===== src/rtl/tmr_pkg.sv =====
// tmr_pkg: shared constants and controller/datapath interface types
// for the median tachometer; no dependencies
package tmr_pkg;

	localparam int WINDOW_DEF     = 9;
	localparam int COUNT_BITS_DEF = 16;
	localparam int IN_COUNT_W     = 16;
	localparam int SCALE_W        = 24;
	localparam int RPM_W          = 24;

	localparam logic [SCALE_W-1:0] SCALE_RESET = 24'd7500000;
	localparam logic [RPM_W-1:0]   RPM_MAX     = 24'hffffff;

	typedef struct packed {
		logic write;
		logic scan_en;
		logic div_start;
		logic div_en;
		logic out_load;
	} tmr_cmd_t;

	typedef struct packed {
		logic scan_last;
		logic div_last;
		logic stall;
	} tmr_status_t;

endpackage


===== src/rtl/tacho_median_rpm_unit.sv =====
// tacho_median_rpm_unit: top level of the median-of-window tachometer
// depends on tmr_pkg, tmr_ctrl and tmr_datapath
//
// Each transfer on the input writes one event (edge period or timeout) into
// a WINDOW-entry ring and yields exactly one result: rpm = rpm_scale / median
// period, 0xffffff for a zero median, or 0 with stalled set while the window
// holds a timeout or a full-scale count. The median is found by ranking one
// ring entry per cycle, and the quotient comes from a restoring divider that
// produces one bit per cycle; the divide is skipped when stalled. A new item
// is taken only once the last result is loaded into the output register,
// where it waits while the next item is taken. rpm_scale may be written in
// any cycle and resets to 7500000.
module tacho_median_rpm_unit import tmr_pkg::*; #(
	parameter int WINDOW     = WINDOW_DEF,
	parameter int COUNT_BITS = COUNT_BITS_DEF
) (
	input  logic                  clk,
	input  logic                  arst_n,
	input  logic                  cfg_we,
	input  logic [SCALE_W-1:0]    cfg_wdata,
	input  logic                  in_valid,
	output logic                  in_ready,
	input  logic                  operation,
	input  logic [IN_COUNT_W-1:0] period_count,
	output logic                  out_valid,
	input  logic                  out_ready,
	output logic [RPM_W-1:0]      rpm,
	output logic                  stalled
);

	tmr_cmd_t    cmd;
	tmr_status_t status;

	tmr_ctrl u_ctrl (
		.clk       (clk),
		.arst_n    (arst_n),
		.in_valid  (in_valid),
		.in_ready  (in_ready),
		.out_valid (out_valid),
		.out_ready (out_ready),
		.cmd       (cmd),
		.status    (status)
	);

	tmr_datapath #(
		.WINDOW     (WINDOW),
		.COUNT_BITS (COUNT_BITS)
	) u_datapath (
		.clk          (clk),
		.arst_n       (arst_n),
		.cfg_we       (cfg_we),
		.cfg_wdata    (cfg_wdata),
		.operation    (operation),
		.period_count (period_count),
		.cmd          (cmd),
		.status       (status),
		.rpm          (rpm),
		.stalled      (stalled)
	);

endmodule


===== src/rtl/tmr_datapath.sv =====
// tmr_datapath: period ring, rank-based median select, serial divider,
// scale register and result register; depends on tmr_pkg
module tmr_datapath import tmr_pkg::*; #(
	parameter int WINDOW     = WINDOW_DEF,
	parameter int COUNT_BITS = COUNT_BITS_DEF
) (
	input  logic                  clk,
	input  logic                  arst_n,
	input  logic                  cfg_we,
	input  logic [SCALE_W-1:0]    cfg_wdata,
	input  logic                  operation,
	input  logic [IN_COUNT_W-1:0] period_count,
	input  tmr_cmd_t              cmd,
	output tmr_status_t           status,
	output logic [RPM_W-1:0]      rpm,
	output logic                  stalled
);

	localparam int IDX_W   = (WINDOW > 1) ? $clog2(WINDOW) : 1;
	localparam int CNT_W   = $clog2(WINDOW + 1);
	localparam int STEP_W  = $clog2(SCALE_W);
	localparam logic [CNT_W-1:0]      MED_RANK  = CNT_W'(WINDOW / 2);
	localparam logic [IDX_W-1:0]      LAST_IDX  = IDX_W'(WINDOW - 1);
	localparam logic [STEP_W-1:0]     LAST_STEP = STEP_W'(SCALE_W - 1);
	localparam logic [COUNT_BITS-1:0] FULL      = {COUNT_BITS{1'b1}};

	logic [COUNT_BITS-1:0] ring_val_q [WINDOW];
	logic [WINDOW-1:0]     ring_to_q;
	logic [IDX_W-1:0]      slot_q;
	logic [IDX_W-1:0]      cand_q;
	logic [COUNT_BITS-1:0] med_q;
	logic [SCALE_W-1:0]    scale_q;
	logic [SCALE_W-1:0]    div_q;
	logic [COUNT_BITS-1:0] rem_q;
	logic [STEP_W-1:0]     step_q;
	logic [RPM_W-1:0]      rpm_q;
	logic                  stalled_q;

	logic [COUNT_BITS-1:0] cnt_in;
	logic [COUNT_BITS-1:0] cand_val;
	logic [WINDOW-1:0]     lt_vec;
	logic [WINDOW-1:0]     le_vec;
	logic [WINDOW-1:0]     bad_vec;
	logic [CNT_W-1:0]      lt_cnt;
	logic [CNT_W-1:0]      le_cnt;
	logic                  is_median;
	logic [COUNT_BITS:0]   trial;
	logic                  q_bit;

	assign cnt_in   = COUNT_BITS'(period_count);
	assign cand_val = ring_val_q[cand_q];

	always_comb begin
		for (int j = 0; j < WINDOW; j++) begin
			lt_vec[j]  = ring_val_q[j] < cand_val;
			le_vec[j]  = ring_val_q[j] <= cand_val;
			bad_vec[j] = ring_to_q[j] || (ring_val_q[j] == FULL);
		end
	end

	assign lt_cnt    = CNT_W'($countones(lt_vec));
	assign le_cnt    = CNT_W'($countones(le_vec));
	assign is_median = (lt_cnt <= MED_RANK) && (MED_RANK < le_cnt);

	// restoring divide step, one quotient bit per cycle
	assign trial = {rem_q, div_q[SCALE_W-1]};
	assign q_bit = trial >= {1'b0, med_q};

	assign status.scan_last = (cand_q == LAST_IDX);
	assign status.div_last  = (step_q == LAST_STEP);
	assign status.stall     = |bad_vec;

	// ring flags, write slot, scan and step counters, and scale register
	always_ff @(posedge clk or negedge arst_n) begin
		if (!arst_n) begin
			ring_to_q <= '1;
			slot_q    <= '0;
			cand_q    <= '0;
			step_q    <= '0;
			scale_q   <= SCALE_RESET;
		end else begin
			if (cfg_we) begin
				scale_q <= cfg_wdata;
			end
			if (cmd.write) begin
				ring_to_q[slot_q] <= operation;
				slot_q <= (slot_q == LAST_IDX) ? '0 : slot_q + 1'b1;
				cand_q <= '0;
			end else if (cmd.scan_en) begin
				cand_q <= (cand_q == LAST_IDX) ? '0 : cand_q + 1'b1;
			end
			if (cmd.div_start) begin
				step_q <= '0;
			end else if (cmd.div_en) begin
				step_q <= step_q + 1'b1;
			end
		end
	end

	// payload registers
	always_ff @(posedge clk) begin
		if (cmd.write) begin
			ring_val_q[slot_q] <= operation ? '0 : cnt_in;
		end
		if (cmd.scan_en && is_median) begin
			med_q <= cand_val;
		end
		if (cmd.div_start) begin
			div_q <= scale_q;
			rem_q <= '0;
		end else if (cmd.div_en) begin
			div_q <= {div_q[SCALE_W-2:0], q_bit};
			rem_q <= q_bit ? COUNT_BITS'(trial - {1'b0, med_q}) : trial[COUNT_BITS-1:0];
		end
		if (cmd.out_load) begin
			stalled_q <= status.stall;
			if (status.stall) begin
				rpm_q <= '0;
			end else if (med_q == '0) begin
				rpm_q <= RPM_MAX;
			end else begin
				rpm_q <= div_q;
			end
		end
	end

	assign rpm     = rpm_q;
	assign stalled = stalled_q;

endmodule


===== src/rtl/tmr_ctrl.sv =====
// tmr_ctrl: sequencer for write, median scan, divide and result transfer
// depends on tmr_pkg
module tmr_ctrl import tmr_pkg::*; (
	input  logic        clk,
	input  logic        arst_n,
	input  logic        in_valid,
	output logic        in_ready,
	output logic        out_valid,
	input  logic        out_ready,
	output tmr_cmd_t    cmd,
	input  tmr_status_t status
);

	typedef enum logic [1:0] {
		ST_IDLE,
		ST_SCAN,
		ST_DIVIDE,
		ST_DELIVER
	} state_t;

	state_t state_q;
	logic   out_valid_q;

	assign in_ready  = (state_q == ST_IDLE);
	assign out_valid = out_valid_q;

	always_comb begin
		cmd = '0;
		unique case (state_q)
			ST_IDLE: begin
				cmd.write = in_valid;
			end
			ST_SCAN: begin
				cmd.scan_en   = 1'b1;
				cmd.div_start = status.scan_last;
			end
			ST_DIVIDE: begin
				cmd.div_en = 1'b1;
			end
			ST_DELIVER: begin
				cmd.out_load = !out_valid_q || out_ready;
			end
			default: begin
				cmd = '0;
			end
		endcase
	end

	always_ff @(posedge clk or negedge arst_n) begin
		if (!arst_n) begin
			state_q     <= ST_IDLE;
			out_valid_q <= 1'b0;
		end else begin
			if (state_q == ST_DELIVER && cmd.out_load) begin
				out_valid_q <= 1'b1;
			end else if (out_valid_q && out_ready) begin
				out_valid_q <= 1'b0;
			end
			unique case (state_q)
				ST_IDLE: begin
					if (in_valid) begin
						state_q <= ST_SCAN;
					end
				end
				ST_SCAN: begin
					if (status.scan_last) begin
						state_q <= status.stall ? ST_DELIVER : ST_DIVIDE;
					end
				end
				ST_DIVIDE: begin
					if (status.div_last) begin
						state_q <= ST_DELIVER;
					end
				end
				ST_DELIVER: begin
					if (cmd.out_load) begin
						state_q <= ST_IDLE;
					end
				end
				default: begin
					state_q <= ST_IDLE;
				end
			endcase
		end
	end

	a_accept_scan: assert property (@(posedge clk) disable iff (!arst_n)
		in_valid && in_ready |=> state_q == ST_SCAN)
		else $error("accepted transfer did not start a scan");

	a_result_from_deliver: assert property (@(posedge clk) disable iff (!arst_n)
		$rose(out_valid_q) |-> $past(state_q) == ST_DELIVER)
		else $error("result raised outside deliver");

	a_divide_no_stall: assert property (@(posedge clk) disable iff (!arst_n)
		state_q == ST_DIVIDE |-> !status.stall)
		else $error("divider running on a stalled window");

	a_divide_end: assert property (@(posedge clk) disable iff (!arst_n)
		state_q == ST_DIVIDE && status.div_last |=> state_q == ST_DELIVER)
		else $error("divide did not end in deliver");

endmodule

===== config.mk =====
export PLATFORM = sky130hd
export DESIGN_NAME = tacho_median_rpm_unit
export DESIGN_NICKNAME = d
export VERILOG_FILES = /design/src/rtl/tmr_pkg.sv /design/src/rtl/tacho_median_rpm_unit.sv /design/src/rtl/tmr_datapath.sv /design/src/rtl/tmr_ctrl.sv
export SDC_FILE = /design/constraint.sdc
export NUM_CORES = 1
export LEC_CHECK = 0
export ABC_AREA = 1
export BUFFER_PORTS_ARGS = -buffer_cell sky130_fd_sc_hd__buf_2
export CORE_AREA = 3 3 223 225
export DETAILED_ROUTE_END_ITERATION = 8
export DIE_AREA = 0 0 226 228
export GPL_ROUTABILITY_DRIVEN = 0
export HOLD_SLACK_MARGIN = 0.1
export MAX_ROUTING_LAYER = met4
export PLACE_DENSITY_LB_ADDON = 0.2
export SYNTH_ARGS = -nofsm -noshare
export SYNTH_HDL_FRONTEND = slang
export SYNTH_SLANG_ARGS = --single-unit

===== constraint.sdc =====
create_clock -name clk -period 10.04 [get_ports clk]
set_clock_uncertainty 0.05 [all_clocks]
set_input_delay 2.008 -clock clk [delete_from_list [all_inputs] [get_ports clk]]
set_output_delay 2.008 -clock clk [all_outputs]
set_load 0.02 [all_outputs]

# Word level (Yosys, flattened, before mapping)
# Memories as Yosys holds them, arrays and structs flattened.
# Index checks and enable logic that the tools add are counted.
# word_totals
ramBits	144
elab_cells	126
mem_count	1
register_bits	130
out_inout_bits	27
# classes
n_eq_ne	19
mux	28
n_lt_le_gt_ge	23
addsub	20
n_reduce_logical	23
# mem_list
memory	depth	word_bits	rd	rd_ports_with_merged_regs	wr	line	rtl
u_datapath.ring_val_q	9	16	10	0	1	tmr_datapath.sv:27	logic [COUNT_BITS-1:0] ring_val_q [WINDOW];
# ops
cell	count
$eq 16x16->1 const B	9
$le 16x16->1	9
$lt 16x16->1	9
$mux 24	3
$mux 16	2
$add 4x4->4	6
$ge 17x16->1	1
$add 1x1->2	8
$logic_not 16->1	1
$mux 4	4
$sub 16x16->16	1
$logic_or 1x1->1	10
$mux 2	5
$mux 5	2
$bwmux 9	1
$mux 1	9
$reduce_or 9->1	1
$add 4x1->4	2
$add 4x1->4 const B	2
$eq 4x4->1 const B	2
$pmux 2 s4	1
$reduce_bool 2->1	3
$add 5x1->5 const B	1
$eq 5x5->1 const B	1
13 further kinds	20

# Logic depth before layout (Yosys ltp)
# An unclocked memory read counts as a cell.
# depth
word_depth	9
ltp_mapped	28
ltp_nobuf	25

# Cells and area by module
# From an unflattened synthesis, not the netlist that was laid out.
# hier_totals
hier_cells	2080
area_unflattened_um2	20723.6
# by_module_without_submodules
mod	n_inst	area_each_um2	seq_area_each_um2	cells_each
tmr_datapath	1	20460.9	11134.4	2043
tmr_ctrl	1	262.8	75.1	37

# Least setup slack after synthesis
# Ideal clock, no wire load.
# synth_path
path_kind	flip-flop to flip-flop
startpoint	reg u_datapath.cand_q[0]
endpoint	reg u_datapath.med_q[0], enable pin
slack_ns	2.360
period_less_slack_ns	7.680
setup_time_ns	0.477
t_required_ns	9.513
t_arrival_ns	7.153
path_stages_with_launch	26
cell_sequence	dfrtp_1 -> buf_4 -> inv_4 -> buf_6 -> buf_6 -> o21ai_1 -> o221ai_1 -> a31oi_1 -> ha_1 -> a21oi_1 -> o21ai_0 -> nand3_1 -> nand2_1 -> nand2_1 -> nand2_1 -> a21oi_1 -> nand2b_1 -> ha_1 -> inv_1 -> fa_1 -> fa_1 -> inv_1 -> ha_1 -> fa_1 -> a21oi_1 -> a2111oi_0
# synth_via
elab_chain_cells	9
# synth_rtl
element	line	rtl
from (decl)	tmr_datapath.sv:30	logic [IDX_W-1:0] cand_q;
from (signal assigned)	tmr_datapath.sv:90	cand_q <= (cand_q == LAST_IDX) ? '0 : cand_q + 1'b1;
$mem_v2 9x16 (*)	n/a	
$lt 16x16->1 or $le 16x16->1 (tied branches)	tmr_datapath.sv:55, tmr_datapath.sv:56	
$add 1x1->2 (on tied branches)	tmr_datapath.sv:61, tmr_datapath.sv:62	
$add 4x4->4 (on tied branches) (2 in a row)	tmr_datapath.sv:61, tmr_datapath.sv:62	
$add 4x1->4 (on tied branches)	tmr_datapath.sv:61, tmr_datapath.sv:62	
$le 4x3->1 or $lt 3x4->1 (tied branches)	tmr_datapath.sv:63	assign is_median = (lt_cnt <= MED_RANK) && (MED_RANK < le_cnt);
$logic_and 1x1->1 (*)	tmr_datapath.sv:63	
$logic_and 1x1->1 (*)	tmr_datapath.sv:105	if (cmd.scan_en && is_median) begin
to (signal assigned)	tmr_datapath.sv:106	med_q <= cand_val;
to (decl)	tmr_datapath.sv:31	logic [COUNT_BITS-1:0] med_q;
# Every way passes the cells marked *; elsewhere a longest branch is shown, timed or not.
# A chain may end at the register's enable or synchronous reset.

# Worst setup path after layout
# layout_path
startpoint	reg u_datapath.cand_q[0]
endpoint	reg u_datapath.med_q[5], enable pin
# The elaborated chain is that of the path after synthesis.

==> impl_metrics.yaml <==
status:
  status: "complete, no violations"
layout:
  drive_gt1_share_pct: 12.9
  num-fill-cells: 4327
  antenna_cells: 0
  syn2layout_area_growth_pct: 12.0
  layout.nets: 2326
  stdcell_count: 2739
global_route:
  grt_max_degree: 77
  antenna_found_initial: 0
  grt_pass1_vias: 15300
  overflow: 0
  grt_pass1_wl_mm: 87.5
  grt_usage_pct: 22.4
power:
  leakage_nw: 9.33
  power_density_nw_per_um2: 358
  peakVddDrop_mv: 0.444
yosys:
  syn_nets: 2244
  synthCells: 2006
  syn_area_per_cell_sq_um: 10.3
  ys_types: 52
  synth_edf_count: 321
  syn_area_sq_um: 20600
  yosys-top-cells-area: "edfxtp_1 (47%), ha_1 (11%), nand2_1 (5.6%)"
  synthFlopType: "edfxtp_1"
  yosysTopAreaCell: "edfxtp_1"
  synth_seq_area_share_pct: 54.4
  yosys_warnings: 0
  yosysTopAreaCellShare_pct: 46.8
  async_flop_share_pct: 12.7
  yosysMostFrequentCell: "edfxtp_1"
  yosys_register_bits: 386
  ys_top_cells_by_count: "edfxtp_1 (321), nand2_1 (307), nor2_1 (221)"
setup_path:
  endpoint_kind: "flop"
  r2r_slack_ps: 3080
  start_kind: "flop"
  slowest_delay_ps: 950
  critPathTopFamily: "adder cells"
  worstPathCellList: "inv_4 -> buf_4 -> o21ai_1 -> o221ai_1 -> a31oi_1 -> ha_1 -> a21oi_1 -> o21ai_0 -> nand3_1 -> nand2_1 -> nand2_1 -> nand2_1 -> a21oi_1 -> nand2b_1 -> ha_1 -> inv_1 -> fa_1 -> fa_1 -> inv_1 -> ha_1 -> fa_1 -> a21oi_1 -> a2111oi_2 -> buf_4"
  critical_path_buf_inv_count: 5
  cp.arrival_ps: 7160
  path_max_fanout: 76
  critical_path_required_ps: 10240
  slowest_stage: "a31oi_1"
  worstSetupPathType: "reg2reg"
clock_network:
  cts_root_buf: "clkbuf_16"
  clock_sinks: 386
  cts_buffers: 44
  htreeDepth: 2
  cts_setup_buffers: 0
  cts.repair.resized: 0
  ctsHoldBuffers: 0
  cts_tree: "built"
  clkLatencyLatePin_ps: 570
  clkTransAtPathRegs_ps: 60
  cts.path.max_buffers: 3
timing:
  period_share_pct: 69.3
  slew_headroom_pct: 17.4
  rsz0062_at_grt: "no"
  tightest_slew_ps: 1230
  max_freq_ghz: 0.144
  fin_setup_tns_ps: 0
  finalWorstPathRequiredPeriod_ps: 6960
  report.final.setup_viol: 0
  hold_violations: 0
  slew_viol_final: 0
  whs_ps: 420
placement:
  io_buffer_count: 72
  place_inst: 2657
  hpwlAfterDp_mm: 39.7
detailed_routing:
  drcViolationCount: 0
  via_per_inst: 5.57
  first_pass_iters: 6
  drt-initial-drc-count: 1251
  drtAntennaViolNets: 0
  wire_per_inst_microns: 20.4
  vias: 15300
  wl_mm: 56.0
floorplanning:
  die_area_sq_um: 51500
  start_util_pct: 43.1
  core_area_sq_um: 47700
  fp.dieH_microns: 228
  ioPinCount: 73
  rows: 80
  die_w_microns: 226
min_path:
  hold_path_class: "reg2reg"
flow_run:
  maxCapViolCount: 0
==> worst reg2reg max path, stage by stage (launching register included) <==
cell and delay [ps]:
dfrtp_4 650, inv_4 340, buf_4 510, o21ai_1 280, o221ai_1 130, a31oi_1 950, ha_1 410, a21oi_1 130
o21ai_0 100, nand3_1 80, nand2_1 50, nand2_1 50, nand2_1 50, a21oi_1 160, nand2b_1 130, ha_1 150
inv_1 60, fa_1 500, fa_1 540, inv_1 40, ha_1 190, fa_1 480, a21oi_1 80, a2111oi_2 200
buf_4 310
==> final timing paths <==
check	startpoint	cells after the start	end
worst max-delay path	u_datapath.cand_q[0]	24	u_datapath.med_q[5]
worst min-delay path	u_datapath.rem_q[13]	2	u_datapath.rem_q[13]
worst max register to register	u_datapath.cand_q[0]	24	u_datapath.med_q[5]
worst min register to register	u_datapath.rem_q[13]	2	u_datapath.rem_q[13]
max in group asynchronous	arst_n	2	u_datapath.cand_q[0]
min in group asynchronous	arst_n	2	u_datapath.scale_q[19]
==> per-layer routing <==
layer	track usage, %	share of wire (%)	up-vias	wire (microns)
li1	-	-	7260	-
met1	29.4	44	7416	24600
met2	35.5	47	462	26400
met3	3.28	5.3	123	2980
met4	8.04	3.5	0	1980
met5	-	0	-	0
==> state kept, by name (all words and copies together), names as in the netlist <==
name / flops
u_ctrl.state_q: 2
u_datapath.ring_to_q: 9
u_datapath.med_q: 16
u_datapath.div_q: 24
u_datapath.step_q: 5
u_datapath.rem_q: 16
u_datapath.scale_q: 24
u_datapath.cand_q: 4
u_datapath.ring_val_q: 256
u_datapath.slot_q: 4
u_datapath.stalled: 1
u_ctrl.out_valid: 1
u_datapath.rpm: 24
==> stage by stage <==
step	utilization, %	instance area (sq um)	worst slack [ps]	total power, W
finish	48.3	23100	3080	0.00825
detailed placement	45.3	21600	3180	0.00666
global placement	45.3	21600	3280	0.00648
CTS	48.3	23100	3150	0.00828
floorplan	-	20600	2360	0.00530
global route	48.3	23100	2660	0.00899
==> cell families after synthesis <==
kind of cell | count (synthesis) | synth area share, %
muxes | 23 | 1.26
AOI/OAI and AO/OA | 430 | 11.9
adders and majority gates | 192 | 12.1
DFF | 386 | 54.4
xor gates and xnor gates | 10 | 0.425
buffers and inverters | 270 | 5.40
and+or+nand+nor | 695 | 14.5
==> report_power, final <==
| part | switching, W | internal (W) |
|---|---|---|
| combinational | 0.00286 | 0.00154 |
| sequential | 0.000142 | 0.00211 |
| clock | 0.000664 | 0.000925 |
| total | 0.00367 | 0.00458 |
==> cells in the final DEF (no fill, tap or decap), types with 46 or more instances in the layout <==
cell         n
inv_1      178
nor2_1     219
buf_2       72
ha_1       181
edfxtp_1   321
nand2_1    307
o21ai_0    181
clkbuf_16   46
a21oi_1    132
nand3_1     73
==> final cells by class <==
| cell class | count | area (sq um) | share of cell area (%) |
|---|---|---|---|
| Clock buffer | 56 | 1200 | 5.20 |
| Clock inverter | 26 | 224 | 0.971 |
| Inverter | 202 | 761 | 3.30 |
| Multi-Input combinational cell | 1350 | 8290 | 35.9 |
| Sequential cell | 386 | 11200 | 48.6 |
| Tap cell | 615 | 769 | 3.34 |
| Timing Repair Buffer | 104 | 601 | 2.60 |
No activity file was read; power rests on OpenSTA's default activity.
